## config.mk

```make
export PLATFORM = sky130hd
export DESIGN_NAME = pooled_linked_list_min_finder
export DESIGN_NICKNAME = d
export VERILOG_FILES = /design/src/rtl/plmf_pkg.sv /design/src/rtl/pooled_linked_list_min_finder.sv /design/src/rtl/plmf_ctrl.sv /design/src/rtl/plmf_dpath.sv
export SDC_FILE = /design/constraint.sdc
export NUM_CORES = 1
export LEC_CHECK = 0
export BUFFER_PORTS_ARGS = -buffer_cell sky130_fd_sc_hd__buf_2
export CAP_MARGIN = 20
export CORE_MARGIN = 1.5
export CORE_UTILIZATION = 60
export CTS_CLUSTER_DIAMETER = 30
export CTS_CLUSTER_SIZE = 28
export DETAILED_ROUTE_END_ITERATION = 6
export MAX_ROUTING_LAYER = met4
export PLACE_DENSITY = 0.77
export SLEW_MARGIN = 15
export SYNTH_ARGS = -nofsm -noshare
export SYNTH_HDL_FRONTEND = slang
export SYNTH_HIERARCHICAL = 1
export SYNTH_SLANG_ARGS = --single-unit
```

## constraint.sdc

```tcl
create_clock -name i_clk -period 5.8 [get_ports i_clk]
set_input_delay 0.58 -clock i_clk [delete_from_list [all_inputs] [get_ports i_clk]]
set_output_delay 0.58 -clock i_clk [all_outputs]
set_load 0.01 [all_outputs]
```

## src/rtl/plmf_pkg.sv

```systemverilog
package plmf_pkg;

    // Default pool size and fixed field widths
    localparam int PLMF_POOL_NODES = 16;
    localparam int ID_W            = 20;
    localparam int GRADE_W         = 16;
    localparam int STATUS_W        = 2;
    localparam int SLOT_W          = 4;
    localparam int AFTER_W         = 4;

    // Tie stack: ids collected by a report
    localparam int TIE_DEPTH = 16;
    localparam int TIE_IW    = $clog2(TIE_DEPTH);
    localparam int TIE_CW    = $clog2(TIE_DEPTH + 1);

    // Command codes
    localparam logic CMD_INSERT = 1'b0;
    localparam logic CMD_REPORT = 1'b1;

    // Result status codes
    localparam logic [STATUS_W-1:0] ST_INSERTED  = 2'd0;
    localparam logic [STATUS_W-1:0] ST_POOL_FULL = 2'd1;
    localparam logic [STATUS_W-1:0] ST_EMPTY     = 2'd2;
    localparam logic [STATUS_W-1:0] ST_MIN_ENTRY = 2'd3;

    // Controller to datapath commands
    typedef struct packed {
        logic cap_in;
        logic ins_rd;
        logic ins_wr1;
        logic ins_wr2;
        logic walk_start;
        logic walk_rd;
        logic walk_ev;
        logic emit_ins;
        logic emit_full;
        logic emit_empty;
        logic emit_tie;
    } t_dp_cmd;

    // Datapath to controller status
    typedef struct packed {
        logic pool_full;
        logic list_empty;
        logic use_pred;
        logic walk_done;
        logic tie_one;
    } t_dp_sts;

endpackage

```

## src/rtl/pooled_linked_list_min_finder.sv

```systemverilog
// Pooled linked list with minimum-grade report.
// A transaction is accepted on a rising edge with start high and busy low.
// i_cmd selects insert (store i_item_id / i_item_grade in the node at the
// head of the free chain, linked at the list head or after i_after_index
// when that node is in the list) or report (walk the list, return every id
// holding the lowest grade, at most TIE_DEPTH of them, last one marked by o_last).
// Results appear on the o_ ports for exactly one cycle with o_valid high;
// the receiver cannot hold them off, so each must be taken when shown.
// An insert reads the free-chain head, writes the new node, then (when linked
// after a predecessor) does a second link-store write to it, then strobes its
// result. A pool-full insert or an empty report strobes its result directly.
// A report walks the list (registered link-store read, then compare, for each
// node), then emits one result per cycle from the tie stack. busy is high
// until the last result is issued; one transaction is worked on at a time.
// Reset (synchronous, active low) empties the list and chains every node
// into the free pool in index order; no clearing pass is needed.
module pooled_linked_list_min_finder
    import plmf_pkg::*;
#(
    parameter int POOL_NODES = PLMF_POOL_NODES
) (
    input  logic                       i_clk,
    input  logic                       i_rst_n,
    input  logic                       start,
    output logic                       busy,
    input  logic                       i_cmd,
    input  logic [ID_W-1:0]            i_item_id,
    input  logic signed [GRADE_W-1:0]  i_item_grade,
    input  logic                       i_after_valid,
    input  logic [AFTER_W-1:0]         i_after_index,
    output logic                       o_valid,
    output logic [STATUS_W-1:0]        o_status,
    output logic [SLOT_W-1:0]          o_slot_index,
    output logic [ID_W-1:0]            o_min_id,
    output logic signed [GRADE_W-1:0]  o_min_grade,
    output logic                       o_last,
    output logic                       o_list_empty,
    output logic                       o_pool_full
);

    t_dp_cmd dp_cmd;
    t_dp_sts dp_sts;

    // Sequencer
    plmf_ctrl u_ctrl (
        .i_clk    (i_clk),
        .i_rst_n  (i_rst_n),
        .start    (start),
        .i_cmd    (i_cmd),
        .i_sts    (dp_sts),
        .o_dp_cmd (dp_cmd),
        .busy     (busy)
    );

    // Node pool, walk and result registers
    plmf_dpath #(
        .POOL_NODES (POOL_NODES)
    ) u_dpath (
        .i_clk         (i_clk),
        .i_rst_n       (i_rst_n),
        .i_dp_cmd      (dp_cmd),
        .i_item_id     (i_item_id),
        .i_item_grade  (i_item_grade),
        .i_after_valid (i_after_valid),
        .i_after_index (i_after_index),
        .o_sts         (dp_sts),
        .o_valid       (o_valid),
        .o_status      (o_status),
        .o_slot_index  (o_slot_index),
        .o_min_id      (o_min_id),
        .o_min_grade   (o_min_grade),
        .o_last        (o_last),
        .o_list_empty  (o_list_empty),
        .o_pool_full   (o_pool_full)
    );

endmodule

```

## src/rtl/plmf_ctrl.sv

```systemverilog
module plmf_ctrl
    import plmf_pkg::*;
(
    input  logic    i_clk,
    input  logic    i_rst_n,
    input  logic    start,
    input  logic    i_cmd,
    input  t_dp_sts i_sts,
    output t_dp_cmd o_dp_cmd,
    output logic    busy
);

    typedef enum logic [3:0] {
        S_IDLE,
        S_INS_RD,
        S_INS_WR1,
        S_INS_WR2,
        S_INS_EMIT,
        S_FULL_EMIT,
        S_EMPTY_EMIT,
        S_WALK_RD,
        S_WALK_EV,
        S_TIE_EMIT
    } t_state;

    t_state  r_state;
    t_state  n_state;
    logic    r_busy;
    t_dp_cmd dp_cmd;

    // Next state and datapath commands
    always_comb begin
        n_state = r_state;
        dp_cmd  = '0;
        unique case (r_state)
            S_IDLE: begin
                if (start) begin
                    dp_cmd.cap_in = 1'b1;
                    if (i_cmd == CMD_REPORT) begin
                        if (i_sts.list_empty) begin
                            n_state = S_EMPTY_EMIT;
                        end else begin
                            dp_cmd.walk_start = 1'b1;
                            n_state           = S_WALK_RD;
                        end
                    end else begin
                        n_state = S_INS_RD;
                    end
                end
            end
            S_INS_RD: begin
                if (i_sts.pool_full) begin
                    n_state = S_FULL_EMIT;
                end else begin
                    dp_cmd.ins_rd = 1'b1;
                    n_state       = S_INS_WR1;
                end
            end
            S_INS_WR1: begin
                dp_cmd.ins_wr1 = 1'b1;
                n_state        = i_sts.use_pred ? S_INS_WR2 : S_INS_EMIT;
            end
            S_INS_WR2: begin
                dp_cmd.ins_wr2 = 1'b1;
                n_state        = S_INS_EMIT;
            end
            S_INS_EMIT: begin
                dp_cmd.emit_ins = 1'b1;
                n_state         = S_IDLE;
            end
            S_FULL_EMIT: begin
                dp_cmd.emit_full = 1'b1;
                n_state          = S_IDLE;
            end
            S_EMPTY_EMIT: begin
                dp_cmd.emit_empty = 1'b1;
                n_state           = S_IDLE;
            end
            S_WALK_RD: begin
                if (i_sts.walk_done) begin
                    n_state = S_TIE_EMIT;
                end else begin
                    dp_cmd.walk_rd = 1'b1;
                    n_state        = S_WALK_EV;
                end
            end
            S_WALK_EV: begin
                dp_cmd.walk_ev = 1'b1;
                n_state        = S_WALK_RD;
            end
            S_TIE_EMIT: begin
                dp_cmd.emit_tie = 1'b1;
                if (i_sts.tie_one) begin
                    n_state = S_IDLE;
                end
            end
            default: begin
                n_state = S_IDLE;
            end
        endcase
    end

    // State and busy flag
    always_ff @(posedge i_clk) begin
        if (!i_rst_n) begin
            r_state <= S_IDLE;
            r_busy  <= 1'b0;
        end else begin
            r_state <= n_state;
            r_busy  <= (n_state != S_IDLE);
        end
    end

    assign o_dp_cmd = dp_cmd;
    assign busy     = r_busy;

endmodule

```

## src/rtl/plmf_dpath.sv

```systemverilog
module plmf_dpath
    import plmf_pkg::*;
#(
    parameter int POOL_NODES = PLMF_POOL_NODES
) (
    input  logic                       i_clk,
    input  logic                       i_rst_n,
    input  t_dp_cmd                    i_dp_cmd,
    input  logic [ID_W-1:0]            i_item_id,
    input  logic signed [GRADE_W-1:0]  i_item_grade,
    input  logic                       i_after_valid,
    input  logic [AFTER_W-1:0]         i_after_index,
    output t_dp_sts                    o_sts,
    output logic                       o_valid,
    output logic [STATUS_W-1:0]        o_status,
    output logic [SLOT_W-1:0]          o_slot_index,
    output logic [ID_W-1:0]            o_min_id,
    output logic signed [GRADE_W-1:0]  o_min_grade,
    output logic                       o_last,
    output logic                       o_list_empty,
    output logic                       o_pool_full
);

    // Node index and link widths; a link holds POOL_NODES as nil
    localparam int IW = (POOL_NODES > 1) ? $clog2(POOL_NODES) : 1;
    localparam int LW = $clog2(POOL_NODES + 1);
    localparam logic [LW-1:0] NIL = LW'(POOL_NODES);

    // Node pool storage
    logic [LW-1:0]             link_mem  [POOL_NODES];
    logic [ID_W-1:0]           id_mem    [POOL_NODES];
    logic signed [GRADE_W-1:0] grade_mem [POOL_NODES];
    logic [POOL_NODES-1:0]     r_link_vld;
    logic [POOL_NODES-1:0]     r_in_list;

    // Tie stack
    logic [ID_W-1:0]           tie_mem [TIE_DEPTH];
    logic [TIE_CW-1:0]         r_tie_cnt;

    // List control registers
    logic [LW-1:0]             r_list_head;
    logic [LW-1:0]             r_free_head;
    logic [IW-1:0]             r_taken;
    logic [LW-1:0]             r_cur;
    logic [LW-1:0]             r_steps;
    logic                      r_first;
    logic signed [GRADE_W-1:0] r_min;

    // Captured transaction fields
    logic [ID_W-1:0]           r_in_id;
    logic signed [GRADE_W-1:0] r_in_grade;
    logic                      r_after_valid;
    logic [AFTER_W-1:0]        r_after_index;

    // Registered memory reads
    logic [LW-1:0]             r_rd_link_a;
    logic                      r_rd_vld_a;
    logic [IW-1:0]             r_rd_addr_a;
    logic [ID_W-1:0]           r_rd_id;
    logic signed [GRADE_W-1:0] r_rd_grade;
    logic [LW-1:0]             r_rd_link_b;
    logic                      r_rd_vld_b;
    logic [IW-1:0]             r_rd_addr_b;

    // Result registers
    logic                      r_valid;
    logic [STATUS_W-1:0]       r_status;
    logic [SLOT_W-1:0]         r_slot;
    logic [ID_W-1:0]           r_out_id;
    logic signed [GRADE_W-1:0] r_out_grade;
    logic                      r_last;
    logic                      r_list_empty;
    logic                      r_pool_full;

    logic [IW+AFTER_W-1:0]     pred_ext;
    logic [IW-1:0]             pred_idx;
    logic                      use_pred;
    logic [IW-1:0]             rd_addr_a;
    logic [LW-1:0]             link_a;
    logic [LW-1:0]             link_b;
    logic                      mem_we;
    logic [IW-1:0]             mem_waddr;
    logic [LW-1:0]             mem_wdata;
    logic [IW+SLOT_W-1:0]      taken_ext;
    logic                      list_is_empty;
    logic                      pool_is_full;
    logic                      walk_done;
    logic [TIE_CW-1:0]         tie_top;

    // Predecessor decode: index must be in range and name a listed node
    assign pred_ext = {{IW{1'b0}}, r_after_index};
    assign pred_idx = pred_ext[IW-1:0];
    assign use_pred = r_after_valid
                   && (pred_ext < (IW+AFTER_W)'(POOL_NODES))
                   && r_in_list[pred_idx];

    assign list_is_empty = (r_list_head >= NIL);
    assign pool_is_full  = (r_free_head >= NIL);
    assign walk_done     = (r_cur >= NIL) || (r_steps == NIL);
    assign tie_top       = r_tie_cnt - TIE_CW'(1);
    assign taken_ext     = {{SLOT_W{1'b0}}, r_taken};

    // Read port A follows the walk or the free head; port B the predecessor
    assign rd_addr_a = i_dp_cmd.walk_rd ? r_cur[IW-1:0] : r_free_head[IW-1:0];

    // A link never written reads as its reset value, the next index
    assign link_a = r_rd_vld_a ? r_rd_link_a : (LW'(r_rd_addr_a) + LW'(1));
    assign link_b = r_rd_vld_b ? r_rd_link_b : (LW'(r_rd_addr_b) + LW'(1));

    // Link write port: new node first, then the predecessor
    always_comb begin
        mem_we    = 1'b0;
        mem_waddr = r_taken;
        mem_wdata = r_list_head;
        if (i_dp_cmd.ins_wr1) begin
            mem_we    = 1'b1;
            mem_wdata = use_pred ? link_b : r_list_head;
        end else if (i_dp_cmd.ins_wr2) begin
            mem_we    = 1'b1;
            mem_waddr = pred_idx;
            mem_wdata = LW'(r_taken);
        end
    end

    // Node pool memories
    always_ff @(posedge i_clk) begin
        if (mem_we) begin
            link_mem[mem_waddr] <= mem_wdata;
        end
        if (i_dp_cmd.ins_wr1) begin
            id_mem[r_taken]    <= r_in_id;
            grade_mem[r_taken] <= r_in_grade;
        end
        r_rd_link_a <= link_mem[rd_addr_a];
        r_rd_id     <= id_mem[rd_addr_a];
        r_rd_grade  <= grade_mem[rd_addr_a];
        r_rd_link_b <= link_mem[pred_idx];
        r_rd_vld_a  <= r_link_vld[rd_addr_a];
        r_rd_vld_b  <= r_link_vld[pred_idx];
        r_rd_addr_a <= rd_addr_a;
        r_rd_addr_b <= pred_idx;
    end

    // Link valid and list membership bits
    always_ff @(posedge i_clk) begin
        if (!i_rst_n) begin
            r_link_vld <= '0;
            r_in_list  <= '0;
        end else begin
            if (mem_we) begin
                r_link_vld[mem_waddr] <= 1'b1;
            end
            if (i_dp_cmd.ins_wr1) begin
                r_in_list[r_taken] <= 1'b1;
            end
        end
    end

    // Transaction capture
    always_ff @(posedge i_clk) begin
        if (i_dp_cmd.cap_in) begin
            r_in_id       <= i_item_id;
            r_in_grade    <= i_item_grade;
            r_after_valid <= i_after_valid;
            r_after_index <= i_after_index;
        end
        if (i_dp_cmd.ins_rd) begin
            r_taken <= r_free_head[IW-1:0];
        end
    end

    // Heads, walk and minimum tracking
    always_ff @(posedge i_clk) begin
        if (!i_rst_n) begin
            r_list_head <= NIL;
            r_free_head <= '0;
            r_tie_cnt   <= '0;
            r_min       <= '0;
            r_cur       <= NIL;
            r_steps     <= '0;
            r_first     <= 1'b0;
        end else begin
            if (i_dp_cmd.ins_wr1) begin
                r_free_head <= link_a;
                if (!use_pred) begin
                    r_list_head <= LW'(r_taken);
                end
            end
            if (i_dp_cmd.cap_in) begin
                r_tie_cnt <= '0;
            end
            if (i_dp_cmd.walk_start) begin
                r_cur   <= r_list_head;
                r_steps <= '0;
                r_first <= 1'b1;
            end
            if (i_dp_cmd.walk_ev) begin
                r_cur   <= link_a;
                r_steps <= r_steps + LW'(1);
                r_first <= 1'b0;
                if (r_first || (r_rd_grade < r_min)) begin
                    // new minimum restarts the tie stack
                    r_min     <= r_rd_grade;
                    r_tie_cnt <= TIE_CW'(1);
                end else if ((r_rd_grade == r_min) && (r_tie_cnt < TIE_CW'(TIE_DEPTH))) begin
                    r_tie_cnt <= r_tie_cnt + TIE_CW'(1);
                end
            end
            if (i_dp_cmd.emit_tie) begin
                r_tie_cnt <= tie_top;
            end
        end
    end

    // Tie stack writes
    always_ff @(posedge i_clk) begin
        if (i_dp_cmd.walk_ev) begin
            if (r_first || (r_rd_grade < r_min)) begin
                tie_mem[0] <= r_rd_id;
            end else if ((r_rd_grade == r_min) && (r_tie_cnt < TIE_CW'(TIE_DEPTH))) begin
                tie_mem[r_tie_cnt[TIE_IW-1:0]] <= r_rd_id;
            end
        end
    end

    // Result registers
    always_ff @(posedge i_clk) begin
        if (!i_rst_n) begin
            r_valid <= 1'b0;
        end else begin
            r_valid <= i_dp_cmd.emit_ins | i_dp_cmd.emit_full
                     | i_dp_cmd.emit_empty | i_dp_cmd.emit_tie;
        end
    end

    always_ff @(posedge i_clk) begin
        r_list_empty <= list_is_empty;
        r_pool_full  <= pool_is_full;
        r_slot       <= '0;
        r_out_id     <= '0;
        r_out_grade  <= '0;
        r_last       <= 1'b1;
        r_status     <= ST_EMPTY;
        if (i_dp_cmd.emit_ins) begin
            r_status <= ST_INSERTED;
            r_slot   <= taken_ext[SLOT_W-1:0];
        end else if (i_dp_cmd.emit_full) begin
            r_status <= ST_POOL_FULL;
        end else if (i_dp_cmd.emit_tie) begin
            r_status    <= ST_MIN_ENTRY;
            r_out_id    <= tie_mem[tie_top[TIE_IW-1:0]];
            r_out_grade <= r_min;
            r_last      <= (r_tie_cnt == TIE_CW'(1));
        end
    end

    assign o_sts.pool_full  = pool_is_full;
    assign o_sts.list_empty = list_is_empty;
    assign o_sts.use_pred   = use_pred;
    assign o_sts.walk_done  = walk_done;
    assign o_sts.tie_one    = (r_tie_cnt == TIE_CW'(1));

    assign o_valid      = r_valid;
    assign o_status     = r_status;
    assign o_slot_index = r_slot;
    assign o_min_id     = r_out_id;
    assign o_min_grade  = r_out_grade;
    assign o_last       = r_last;
    assign o_list_empty = r_list_empty;
    assign o_pool_full  = r_pool_full;

endmodule
```

==> flow_summary.rst <==
.. list-table::
   :header-rows: 1

   * - Metric
     - Value
   * - Result of the run
     - finished clean
   * - Register-to-register setup slack
     - 1.34 ns
   * - Routed wire per std cell
     - 25.9 microns
   * - Ys flop type
     - edfxtp_1
   * - Relative max-transition margin
     - 22.1%
   * - Total negative slack
     - 0 ns
   * - Final estimated routing congestion in global placement
     - 0.873
   * - Diodes inserted
     - 0
   * - Total number of vias
     - 29400
   * - Reg clk slew, reported paths
     - 0.05 ns
   * - Detailed Place HPWL
     - 60.9 mm
   * - Height of the chip
     - 283 microns
   * - I/O Buffers
     - 91
   * - Buffer levels on the longest clock path
     - 3
   * - Post-synthesis to final-layout area growth
     - 18.7%
   * - Max Clock Freq
     - 0.224 GHz
   * - Sequence of cells on the critical path
     - nand2_1 -> nor3_1 -> buf_4 -> mux2i_4 -> buf_12 -> buf_4 -> nand2_1 -> and3_1 -> a311oi_1 -> a311oi_1 -> a31oi_1
   * - Most used routing layer
     - met2
   * - Std-Cell Core Area
     - 77500 sq um
   * - Number of clock sinks
     - 1202
   * - Slew Viols, Final
     - 0
   * - Routed Antenna Nets
     - 0
   * - Met1 track utilization from global routing
     - 39.5%
   * - First-pass GRT wire length
     - 180 mm
   * - Clock tree from TritonCTS
     - built
   * - Post-Synthesis Cell Area
     - 46900 sq um
   * - First-pass iteration count of the detailed router
     - 6
   * - Clk Latency, worst-skew pair
     - 0.79 ns
   * - Global-route track usage on met3
     - 5.96%
   * - CTS H-tree depth
     - 4
   * - Slowest stage cell, crit path
     - buf_4
   * - Critical path type
     - register to register
   * - Post-detailed-route via-to-cell ratio
     - 6.34
   * - Overall track demand over capacity in global routing
     - 31.6%
   * - Sequential-to-total area share from yosys stat
     - 73.1%
   * - Met2 capacity usage during global routing
     - 51.5%
   * - Count of boundary I/O pins
     - 92
   * - Leading post-synthesis cells by cell area
     - edfxtp_1 (65%), dfxtp_1 (7.7%), mux4_2 (6.4%), nand2_1 (6.0%), nand3_1 (3.8%)
   * - Final-report hold violation count
     - 0
   * - Clock buffers created by TritonCTS
     - 189
   * - Total Wirelength
     - 120 mm
   * - Post-synthesis area per instance
     - 14.4 sq um
   * - Number of buffers inserted for hold repair after clock tree synthesis
     - 35
   * - Largest incremental delay on the critical path
     - 0.86 ns
   * - Critical path required time
     - 6.48 ns
   * - Crit-path max FO
     - 156
   * - Largest voltage drop on the vdd net
     - 0.000301 V
   * - Post-layout minimum cycle time
     - 4.46 ns
   * - Dpl cell area
     - 48600 sq um
   * - Share of the cycle needed by the critical path after routing
     - 77.0%
   * - Critical path endpoint category
     - register
   * - Gate count after technology mapping
     - 3254
   * - DRC marker count from the first detailed-route iteration
     - 4272
   * - Aggregate global routing overflow
     - 0
   * - Synth top area share
     - 65.3%
   * - Min-delay worst type
     - input port to register
   * - Max capacitance violation total
     - 0
   * - Final design utilization
     - 71.9%
   * - Power per Cell Area
     - 405 nW/um^2
   * - Final setup violation count
     - 0
   * - Remaining design rule violation count
     - 0
   * - RSZ-0062 raised after global routing
     - no
   * - Post-Place Cells
     - 4241
   * - Final Instance Area
     - 55700 sq um
   * - Transition time at the pin with the least slew margin
     - 1.17 ns
   * - Proportion of layout cells with a drive suffix above 1
     - 19.3%
   * - Pleak
     - 19.1 nW
   * - Crit path arrival time
     - 5.15 ns
   * - Clock root buffer
     - clkbuf_16
   * - Die outline area
     - 79900 sq um
   * - Number of synthesis warnings
     - 6
   * - Number of fillers in the final layout
     - 4619
   * - Count of cells resized by post-cts repair
     - 0
   * - Yosys reg bits
     - 1202
   * - # rows
     - 102
   * - Maximum number of pins on one net before global-route repair
     - 190
   * - Die Span X
     - 283 microns
   * - Kind of start point of the critical path
     - register
   * - Post-synthesis cell type with the largest combined area
     - edfxtp_1
   * - Final worst clock skew
     - 0.0412 ns
   * - Total Nets Final
     - 3497
   * - Post-route insts no fill
     - 4636
   * - Number of buffers inserted to repair setup after CTS
     - 0
   * - Syn Nets
     - 3322
   * - Number of global-route vias before repair
     - 29800
   * - Number of distinct standard cells referenced by the synthesized netlist
     - 72
   * - Tightest hold margin
     - 0.0519 ns
   * - EDFF count, synth
     - 1021
   * - Initial core utilization
     - 60.6%
   * - Post-synthesis async set-or-reset flop share
     - 0%
   * - Antenna violations before repair
     - 1
-- stage by stage --
stage | setup WS [ns] | power (mW)
final | 1.34 | 22.5
after global routing | 1.05 | 23.1
after CTS | 1.43 | 22.6
after detailed placement | 1.48 | 11.0
after global placement | 1.74 | 10.9
after floorplan | 1.31 | 10.6
-- final cells by class --
type / count / area [sq um] / area share [%]
Clock buffer: 212 / 4880 / 8.76
Clock inverter: 146 / 1800 / 3.22
Inverter: 41 / 164 / 0.294
Multi-Input combinational cell: 1798 / 11800 / 21.2
Sequential cell: 1202 / 34300 / 61.6
Tap cell: 1040 / 1300 / 2.34
Timing Repair Buffer: 197 / 1430 / 2.57
-- registers in the layout, indices dropped and copies added, names as in the netlist, 16 cells and up --
signal and cells:
u_dpath/r_in_list 16, u_dpath/o_min_grade 16, u_dpath/link_mem 80, u_dpath/r_in_id 20
u_dpath/id_mem 320, u_dpath/grade_mem 256, u_dpath/r_link_vld 16, u_dpath/r_rd_id 20
u_dpath/r_rd_grade 16, u_dpath/r_min 16, u_dpath/o_min_id 20, u_dpath/r_in_grade 16
u_dpath/tie_mem 320
-- cell usage after synthesis (5+ instances only) --
master    number
a211oi_1      15
a21oi_1       22
a311oi_1      85
a31oi_1       50
and2_1        25
and3_1        46
buf_1         12
buf_2         54
buf_4         11
buf_6          9
clkbuf_1     127
dfxtp_1      181
edfxtp_1    1021
ha_1          23
inv_1         37
mux2i_1       29
mux4_2       134
nand2_1      746
nand2b_1      12
nand3_1      353
nand3b_1       5
nand4_1        5
nor2_1       114
nor2b_1        7
nor3_1        17
nor4_1        15
o21a_1        20
o21ai_0       11
o21ai_1        6
xnor2_1        6
-- report_power, final --
part           total [mW]  leakage (nW)  internal (mW)  switching, mW
logic               0.938          5.21          0.304          0.635
clock network        11.6          3.21           7.34           4.29
registers            9.98          10.7           9.67          0.304
total                22.5          19.1           17.3           5.22
-- worst max-delay path, delay by kind of cell (launching register included) --
family                 cells  cell delay [ns]
buffers and inverters      3             1.60
flip-flops                 1             0.68
multiplexers               1             0.46
AO/OA/AOI/OAI              3             0.58
AND/OR/NAND/NOR            4             0.86
-- cells in the final DEF, fill, tap and decap left out, types with 23 or more instances in the layout --
master	instances
edfxtp_1	1021
bufinv_16	26
a31oi_1	50
a311oi_1	85
buf_2	91
clkinv_2	33
nand2_1	746
nand3_1	353
and2_1	25
dfxtp_1	180
dlygate4sd3_1	35
mux2i_1	26
nor2_1	102
inv_1	36
mux4_2	134
and3_1	45
clkbuf_16	190
clkinvlp_4	23
buf_4	64
-- final timing paths --
kind	cells past startpoint	startpoint	endpoint
setup / recovery	11	u_ctrl/r_state[1]	u_dpath/r_rd_id[2]
hold / removal	1	i_item_grade[13]	u_dpath/r_in_grade[13]
setup reg to reg	11	u_ctrl/r_state[1]	u_dpath/r_rd_id[2]
hold reg to reg	2	u_dpath/r_min[8]	u_dpath/r_min[8]
-- per-layer routing --
metal  up-vias  wire, microns  share of wire, %
met2      1803          60600                50
met1     14700          43900                37
met5         -              0                 0
met3       324          11500               9.6
met4         0           4150               3.5
li1      12600              -                 -
-- cells by family after synthesis --
| family | synth area share (%) |
|---|---|
| simple gates | 12.7 |
| buf+inv | 2.41 |
| flops | 73.1 |
| mux | 7.10 |
| fa+ha+maj | 0.613 |
| xor+xnor | 0.168 |
| compound gates | 3.96 |
(Power assumes the default switching activity.)
